--- src/sv/rscrm_pkg.sv ---
// ----------------------------------------------------------------------------
// rscrm_pkg: shared types and constants of the column-to-row mapper
// Holds the register index codes, the sequencer states and the divider
// request and reply structs.
// ----------------------------------------------------------------------------
package rscrm_pkg;

    localparam int unsigned QW = 14;
    localparam int unsigned CW = 32;

    typedef enum logic [1:0] {
        t_REG_FIELD_SIZE = 2'd0,
        t_REG_MSG_LEN    = 2'd1,
        t_REG_CODE_LEN   = 2'd2,
        t_REG_GROUP_SIZE = 2'd3
    } t_reg_idx;

    typedef enum logic [2:0] {
        S_IDLE,
        S_DIG_START,
        S_DIG_WAIT,
        S_PT_START,
        S_HORNER,
        S_MOD_WAIT,
        S_OUT
    } t_state;

    // Request to the shared divider: dividend / divisor.
    typedef struct packed {
        logic          start;
        logic [CW-1:0] dividend;
        logic [QW-1:0] divisor;
    } t_div_req;

    typedef struct packed {
        logic          done;
        logic [CW-1:0] quotient;
        logic [QW-1:0] remainder;
    } t_div_rsp;

endpackage

--- src/sv/rscrm_div.sv ---
// ----------------------------------------------------------------------------
// rscrm_div: shared restoring divider
// Divides a 32-bit value by a 14-bit modulus, one quotient bit per cycle.
// ----------------------------------------------------------------------------
module rscrm_div
    import rscrm_pkg::*;
(
    input  logic     i_clk,
    input  logic     i_rst_n,
    input  t_div_req i_req,
    output t_div_rsp o_rsp
);

    logic          r_busy;
    logic [5:0]    r_cnt;
    logic [CW-1:0] r_quo;
    logic [QW:0]   r_rem;
    logic [QW-1:0] r_den;
    logic          r_done;

    logic [QW+1:0] w_shift;
    logic [QW+1:0] w_diff;

    assign w_shift = {r_rem, r_quo[CW-1]};
    assign w_diff  = w_shift - {2'b00, r_den};

    always_ff @(posedge i_clk) begin
        if (!i_rst_n) begin
            r_busy <= 1'b0;
            r_done <= 1'b0;
            r_cnt  <= '0;
        end else begin
            r_done <= 1'b0;
            if (i_req.start) begin
                r_busy <= 1'b1;
                r_cnt  <= 6'(CW);
                r_quo  <= i_req.dividend;
                r_rem  <= '0;
                r_den  <= i_req.divisor;
            end else if (r_busy) begin
                if (!w_diff[QW+1]) begin
                    r_rem <= w_diff[QW:0];
                    r_quo <= {r_quo[CW-2:0], 1'b1};
                end else begin
                    r_rem <= w_shift[QW:0];
                    r_quo <= {r_quo[CW-2:0], 1'b0};
                end
                r_cnt <= r_cnt - 6'd1;
                if (r_cnt == 6'd1) begin
                    r_busy <= 1'b0;
                    r_done <= 1'b1;
                end
            end
        end
    end

    assign o_rsp.done      = r_done;
    assign o_rsp.quotient  = r_quo;
    assign o_rsp.remainder = r_rem[QW-1:0];

endmodule

--- src/sv/reed_solomon_column_row_mapper_core.sv ---
// ----------------------------------------------------------------------------
// reed_solomon_column_row_mapper_core: Kautz-Singleton column-to-row mapper
// Splits a column index into base-q digits and evaluates the Reed-Solomon
// polynomial at each point, emitting the symbol and matrix row per point.
// ----------------------------------------------------------------------------
// One item is handled at a time. All division and reduction runs through a
// single restoring divider that yields one quotient bit per cycle. A digit
// is one divider launch, the quotient bits and the taking of the reply. A
// Horner step first registers the product s*x in S_HORNER and then launches
// the divider on product plus digit. Each point also passes through a start
// state, forms its result and holds that result until it is taken. An
// out-of-range column yields a single error item. Input stall is high from
// acceptance until the last result of the item has been taken.
// Configuration writes are always ready and must be made while idle.
module reed_solomon_column_row_mapper_core
    import rscrm_pkg::*;
#(
    parameter int unsigned MAX_CODE_LENGTH = 64,
    parameter int unsigned MAX_DIGITS      = 64
) (
    input  logic        i_clk,
    input  logic        i_rst_n,
    input  logic        i_cfg_valid,
    output logic        o_cfg_ready,
    input  logic [1:0]  i_cfg_index,
    input  logic [31:0] i_cfg_data,
    input  logic        i_valid,
    output logic        o_stall,
    input  logic [31:0] i_column_index,
    output logic        o_valid,
    input  logic        i_stall,
    output logic [5:0]  o_eval_point,
    output logic [13:0] o_code_symbol,
    output logic [19:0] o_row_index,
    output logic        o_index_error,
    output logic        o_last
);

    localparam int unsigned DW = (MAX_DIGITS > 1) ? $clog2(MAX_DIGITS) : 1;

    // Configuration registers.
    logic [13:0] r_field_size;
    logic [6:0]  r_msg_len;
    logic [6:0]  r_code_len;
    logic [31:0] r_group_size;

    assign o_cfg_ready = 1'b1;

    always_ff @(posedge i_clk) begin
        if (!i_rst_n) begin
            r_field_size <= 14'd3;
            r_msg_len    <= 7'd1;
            r_code_len   <= 7'd3;
            r_group_size <= 32'd2;
        end else if (i_cfg_valid) begin
            case (t_reg_idx'(i_cfg_index))
                t_REG_FIELD_SIZE: r_field_size <= i_cfg_data[13:0];
                t_REG_MSG_LEN:    r_msg_len    <= i_cfg_data[6:0];
                t_REG_CODE_LEN:   r_code_len   <= i_cfg_data[6:0];
                t_REG_GROUP_SIZE: r_group_size <= i_cfg_data;
                default: ;
            endcase
        end
    end

    // Effective settings with the clamps applied.
    logic [13:0] w_q;
    logic [6:0]  w_ndig;
    logic [6:0]  w_npts;

    assign w_q    = (r_field_size < 14'd2) ? 14'd2 : r_field_size;
    assign w_ndig = (r_msg_len > 7'(MAX_DIGITS)) ? 7'(MAX_DIGITS) : r_msg_len;
    always_comb begin
        w_npts = (r_code_len == 7'd0) ? 7'd1 : r_code_len;
        if (w_npts > 7'(MAX_CODE_LENGTH)) begin
            w_npts = 7'(MAX_CODE_LENGTH);
        end
    end

    t_div_req div_req;
    t_div_rsp div_rsp;

    // Digit memory, written during extraction, read during Horner steps.
    logic [13:0] r_dig_mem [MAX_DIGITS];
    logic [13:0] r_dig_rd;
    logic        w_dig_we;
    logic [DW-1:0] w_dig_wa;
    logic [DW-1:0] w_dig_ra;

    always_ff @(posedge i_clk) begin
        if (w_dig_we) begin
            r_dig_mem[w_dig_wa] <= div_rsp.remainder;
        end
        r_dig_rd <= r_dig_mem[w_dig_ra];
    end

    rscrm_div u_div (
        .i_clk  (i_clk),
        .i_rst_n(i_rst_n),
        .i_req  (div_req),
        .o_rsp  (div_rsp)
    );

    t_state r_state, n_state;
    logic [31:0] r_rem, n_rem;
    logic [6:0]  r_i, n_i;        // digit counter
    logic [6:0]  r_p, n_p;        // point counter
    logic [13:0] r_x, n_x;        // p mod q
    logic [13:0] r_s, n_s;        // Horner accumulator
    logic [27:0] r_prod, n_prod;  // s*x registered before the add
    logic        r_err, n_err;
    logic        r_ovalid, n_ovalid;
    logic [5:0]  r_opt, n_opt;
    logic [13:0] r_osym, n_osym;
    logic [19:0] r_orow, n_orow;
    logic        r_olast, n_olast;

    // Launch marker: high in the first cycle of S_MOD_WAIT, when the product and
    // the digit read are both registered.
    logic r_launch;

    logic [19:0] w_pq;
    assign w_pq = 20'(r_p) * 20'(w_q);

    always_ff @(posedge i_clk) begin
        if (!i_rst_n) begin
            r_state  <= S_IDLE;
            r_ovalid <= 1'b0;
        end else begin
            r_state  <= n_state;
            r_ovalid <= n_ovalid;
        end
        r_rem  <= n_rem;
        r_i    <= n_i;
        r_p    <= n_p;
        r_x    <= n_x;
        r_s    <= n_s;
        r_prod <= n_prod;
        r_err  <= n_err;
        r_opt  <= n_opt;
        r_osym <= n_osym;
        r_orow <= n_orow;
        r_olast <= n_olast;
    end

    always_comb begin
        n_state  = r_state;
        n_rem    = r_rem;
        n_i      = r_i;
        n_p      = r_p;
        n_x      = r_x;
        n_s      = r_s;
        n_prod   = r_prod;
        n_err    = r_err;
        n_ovalid = r_ovalid;
        n_opt    = r_opt;
        n_osym   = r_osym;
        n_orow   = r_orow;
        n_olast  = r_olast;
        div_req.start    = 1'b0;
        div_req.dividend = '0;
        div_req.divisor  = w_q;
        w_dig_we = 1'b0;
        w_dig_wa = r_i[DW-1:0];
        w_dig_ra = DW'(r_i - 7'd1);
        o_stall  = 1'b1;

        if (r_ovalid && !i_stall) begin
            n_ovalid = 1'b0;
        end

        case (r_state)
            S_IDLE: begin
                o_stall = 1'b0;
                if (i_valid) begin
                    n_rem = i_column_index;
                    n_i   = 7'd0;
                    n_p   = 7'd0;
                    n_x   = 14'd0;
                    if (i_column_index >= r_group_size) begin
                        n_err   = 1'b1;
                        n_opt   = '0;
                        n_osym  = '0;
                        n_orow  = '0;
                        n_olast = 1'b1;
                        n_ovalid = 1'b1;
                        n_state = S_OUT;
                    end else begin
                        n_err   = 1'b0;
                        n_state = S_DIG_START;
                    end
                end
            end
            S_DIG_START: begin
                if (r_i == w_ndig) begin
                    n_state = S_PT_START;
                end else begin
                    div_req.start    = 1'b1;
                    div_req.dividend = r_rem;
                    n_state = S_DIG_WAIT;
                end
            end
            S_DIG_WAIT: begin
                if (div_rsp.done) begin
                    w_dig_we = 1'b1;
                    n_rem = div_rsp.quotient;
                    n_i   = r_i + 7'd1;
                    n_state = S_DIG_START;
                end
            end
            S_PT_START: begin
                // r_i holds the digit count; digits are read top down.
                n_s    = 14'd0;
                n_prod = '0;
                n_state = S_HORNER;
            end
            S_HORNER: begin
                if (r_i == 7'd0) begin
                    if (!r_ovalid || !i_stall) begin
                        n_ovalid = 1'b1;
                        n_opt    = r_p[5:0];
                        n_osym   = r_s;
                        n_orow   = w_pq + 20'(r_s);
                        n_olast  = (r_p + 7'd1 == w_npts);
                        n_state  = S_OUT;
                    end
                end else begin
                    // The product is registered here while the digit is read;
                    // both are ready in the first cycle of S_MOD_WAIT.
                    n_prod = 28'(r_s) * 28'(r_x);
                    n_state = S_MOD_WAIT;
                end
            end
            S_MOD_WAIT: begin
                if (div_rsp.done) begin
                    n_s = div_rsp.remainder;
                    n_i = r_i - 7'd1;
                    n_state = S_HORNER;
                end
            end
            S_OUT: begin
                if (!n_ovalid) begin
                    if (r_err || r_olast) begin
                        n_state = S_IDLE;
                    end else begin
                        n_p = r_p + 7'd1;
                        n_x = (r_x + 14'd1 == w_q) ? 14'd0 : r_x + 14'd1;
                        n_i = w_ndig;
                        n_state = S_PT_START;
                    end
                end
            end
            default: n_state = S_IDLE;
        endcase

        // Divider launch for a Horner step: reduce product plus digit.
        if (r_state == S_MOD_WAIT && r_launch) begin
            div_req.start    = 1'b1;
            div_req.dividend = 32'(r_prod) + 32'(r_dig_rd);
        end
    end

    always_ff @(posedge i_clk) begin
        if (!i_rst_n) begin
            r_launch <= 1'b0;
        end else begin
            r_launch <= (r_state == S_HORNER) && (r_i != 7'd0);
        end
    end

    assign o_valid       = r_ovalid;
    assign o_eval_point  = r_opt;
    assign o_code_symbol = r_osym;
    assign o_row_index   = r_orow;
    assign o_index_error = r_err;
    assign o_last        = r_olast;

endmodule

--- config.mk ---
export PLATFORM = sky130hd
export DESIGN_NAME = reed_solomon_column_row_mapper_core
export DESIGN_NICKNAME = d
export VERILOG_FILES = /design/src/sv/rscrm_pkg.sv /design/src/sv/rscrm_div.sv /design/src/sv/reed_solomon_column_row_mapper_core.sv
export SDC_FILE = /design/constraint.sdc
export NUM_CORES = 2
export LEC_CHECK = 0
export BUFFER_PORTS_ARGS = -buffer_cell sky130_fd_sc_hd__buf_2
export CAP_MARGIN = 20
export CORE_MARGIN = 3
export CORE_UTILIZATION = 50
export CTS_CLUSTER_SIZE = 25
export DETAILED_ROUTE_END_ITERATION = 10
export PLACE_DENSITY_LB_ADDON = 0.08
export SYNTH_ARGS = -nofsm -noshare
export SYNTH_HDL_FRONTEND = slang
export SYNTH_SLANG_ARGS = --single-unit
--- constraint.sdc ---
create_clock -name i_clk -period 8.2 [get_ports i_clk]
set_input_delay 0.41 -clock i_clk [delete_from_list [all_inputs] [get_ports i_clk]]
set_output_delay 0.41 -clock i_clk [all_outputs]
set_load 0.01 [all_outputs]
==> metrics.md <==
| Metric | Value |
|---|---|
| Critical R2R Launch | r_s[7] |
| Max Fclk | 153.1 MHz |
| Leak pwr | 24.56 nW |
| Worst hold path type | in -> reg |
| Number of max-cap violations | 0 |
| Int Power | 13.73 mW |
| Clock Skew | 0.03214 ns |
| Die width | 351.5 um |
| CTS Buf Count | 131 |
| Ports | 116 |
| Remaining DRCs | 0 |
| Number of iterations in the first detailed-routing pass | 5 |
| Clk network pwr share | 26.6% |
| Vias | 35478 |
| Crit Path Category | reg -> reg |
| Starting Density | 50.47% |
| Sequential power share | 35.3% |
| Fin nets | 4988 |
| DR iter-0 viols | 3149 |
| Final Cycle Share | 79.64% |
| Initial antenna violation count | 0 |
| Synth Register Bits | 1188 |
| Worst-margin pin slew | 1.108 ns |
| Peak supply drop | 0.3348 mV |
| Final wirelength | 153400 um |
| Total die area | 123500 sq um |
| Critical Path AT | 6.97 ns |
| Clock root cell | clkbuf_16 |
| ANT nets after route | 0 |
| Area contributors post-synth | edfxtp_1 55%, mux4_2 8.5%, fa_1 7.2% |
| DR WL/cell | 24.98 um |
| Placed Area | 62080 sq um |
| Area delta synth->final | 12.00% |
| Final Max Tran Viols | 0 |
| Die height | 351.5 um |
| Grt total ovfl | 0 |
| Unrepaired setup endpoints after global routing | false |
| Vias in the first global route | 35885 |
| Skew-Pair Late Insertion Delay | 0.76 ns |
| Syn avg cell area | 13.74 sq um |
| Cell taking the most area after synthesis | edfxtp_1 |
| Clk buf depth | 3 |
| Hold path depth | 3 |
| Min-delay src | i_column_index[16] |
| Share of the synthesized area in the top cell type | 55.40% |
| Commonest non-fill, non-tap cells in the layout | 1101 x edfxtp_1, 662 x nand2_1, 341 x inv_1 |
| FF-to-FF path depth | 20 |
| Post-CTS Setup Inserts | 0 |
| Net Sw Frac | 36.86% |
| TritonCTS clock tree | yes |
| Seq/Total Area, Yosys | 58.32% |
| Post-synth EDFFs | 1101 |
| Most common cell after layout, fill and taps aside | edfxtp_1 |
| Largest net degree at the start of global routing | 113 |
| Status | completed |
| Total negative slack | 0 ns |
| Routability cong. | 0.8798 |
| Setup Viol. Count Final | 0 |
| Relative slew slack | 25.90% |
| Logic pwr share | 38.2% |
| CTS-repair resized insts | 0 |
| Total GRT Usage | 25.18% |
| CTS clk-pin slew, worst paths | 0.05 ns |
| Most used DFF post-synth | edfxtp_1 |
| Switching pwr | 8.018 mW |
| Final Hold Vio Count | 0 |
| Syn_nets | 4828 |
| Worst EP required | 8.64 ns |
| Input/output buffers | 114 |
| Reg-to-Reg End | r_prod[26] |
| Crit end category | flip-flop |
| Final Instance Area | 66840 sq um |
| Synth Cell Area | 59680 sq um |
| PwrDens | 325.4 nW/um^2 |
| Post-CTS Hold Fix Bufs | 59 |
| # diodes | 0 |
| Minimum clock period | 6.531 ns |
| Fraction of layout cells with a size suffix above 1 | 15.14% |
| Global-route wire length before repair | 229300 um |
| Worst Path Max Fanout | 16 |
| Post-synth cell types | 90 |
| Rows | 126 |
| H-tree depth | 4 |
| Core area | 118200 sq um |
| Reg2reg setup slack | 1.67 ns |
| DP Wirelength | 96330 um |
| Clk sinks | 1188 |
| Crit path launch type | flip-flop |
| Hold Path End | r_rem[16] |
| Via density | 5.779 |
| Ys Warns | 0 |
| Share of async-settable or async-resettable flops after synthesis | 0% |
| Mapped Cells | 4344 |
## per-stage QoR
stage / instances / util (%) / setup slack, ns / total power, mW / hold WS, ns
floorplan: 4344 / - / 2.138 / 13.32 / 0.4435
global placement: 5848 / 52.50 / 1.706 / 16.10 / 0.4538
detailed placement: 5848 / 52.50 / 1.698 / 16.14 / 0.4590
CTS: 6139 / 56.53 / 1.660 / 21.97 / 0.01158
global route: 6139 / 56.53 / 1.375 / 22.95 / 0.03670
finish: 6139 / 56.53 / 1.669 / 21.75 / 0.07513
## worst max-delay path by stage
stage,startpoint,depth (start not counted),slack [ns],end
3_3_place_gp,r_s[7],20,1.71,r_prod[24]
5_1_grt,r_x[2],19,1.38,r_prod[24]
6_report,r_s[7],20,1.67,r_prod[26]
4_1_cts,r_s[7],20,1.66,r_prod[26]
3_5_place_dp,r_s[7],20,1.70,r_prod[26]
2_1_floorplan,r_x[4],21,2.14,r_prod[26]
## kinds of logic after synthesis
group | count (synthesis) | synth area share [%]
flops | 1188 | 58.32
fa+ha+maj | 413 | 11.36
compound gates | 423 | 5.040
xor+xnor | 122 | 1.822
buf+inv | 592 | 4.044
other cells | 1 | 0.006284
simple gates | 1341 | 10.27
mux | 264 | 9.135
## registers in the layout, summed over array words and instances (netlist names), 15 cells and up
| signal | flops |
|---|---|
| o_row_index | 20 |
| r_dig_mem | 896 |
| r_group_size | 32 |
| r_prod | 28 |
| r_rem | 32 |
| u_div.r_quo | 32 |
| u_div.r_rem | 15 |
## cells in the mapped netlist, types with 7 or more instances
library cell  instances
a31oi_1              21
xnor2_1              60
and3_1               69
inv_1               341
clkbuf_1            160
mux2i_1              35
nand2_1             663
xor2_1               61
or3_1                14
a21boi_1              9
a21boi_0             42
mux4_2              224
a21oi_1              83
buf_2                39
buf_6                10
nand3_1              95
dfxtp_1              87
o21ai_0              46
nor2b_1              27
nor3_1               28
fa_1                215
o21ai_1              23
nor2_1              205
ha_1                198
a311oi_1             42
and2_1              154
o21bai_1              8
buf_4                18
o211ai_1             13
nor4_1                7
nand4_1              24
nand2b_1             18
a211oi_1             21
edfxtp_1           1101
a21o_1               31
buf_1                23
o21a_1               10
## cell type report
cell class	count	area [sq um]
clock inverters	68	728.2
fillers	9636	51400
flip-flops and latches	1188	34800
clock buffers	164	3445
repair buffers	277	2004
well taps	1536	1922
inverters	342	1284
multi-input cells	2564	22660
## power groups by stage
stage	sequential (mW)	clock [mW]	combinational [mW]
final	7.67	5.78	8.30
after global routing	7.70	6.14	9.11
after CTS	7.66	5.90	8.41
after detailed placement	7.79	0	8.35
after global placement	7.78	0	8.31
after floorplan	7.66	0	5.66
## critical path, cell delays in order (launching register included)
cell	delay [ns]
edfxtp_1	0.68
and2_1	0.31
fa_1	0.53
inv_1	0.05
fa_1	0.48
inv_1	0.06
fa_1	0.50
inv_1	0.05
fa_1	0.48
fa_1	0.49
inv_1	0.05
fa_1	0.43
ha_1	0.34
and3_1	0.21
a22o_1	0.24
a211oi_2	0.35
o2111ai_1	0.23
a311oi_2	0.38
o21ai_1	0.14
xnor2_1	0.14
nor2_1	0.06
## routing by layer
layer / vias to the layer above / global-route usage, % / wire length (um)
met5: - / 0 / 0
met4: 0 / 7.790 / 4364
met3: 230 / 3.289 / 8745
met2: 1161 / 42.27 / 75640
met1: 18146 / 34.47 / 64610
li1: 15941 / - / -
Note: power is estimated with default switching activity, not from simulation.
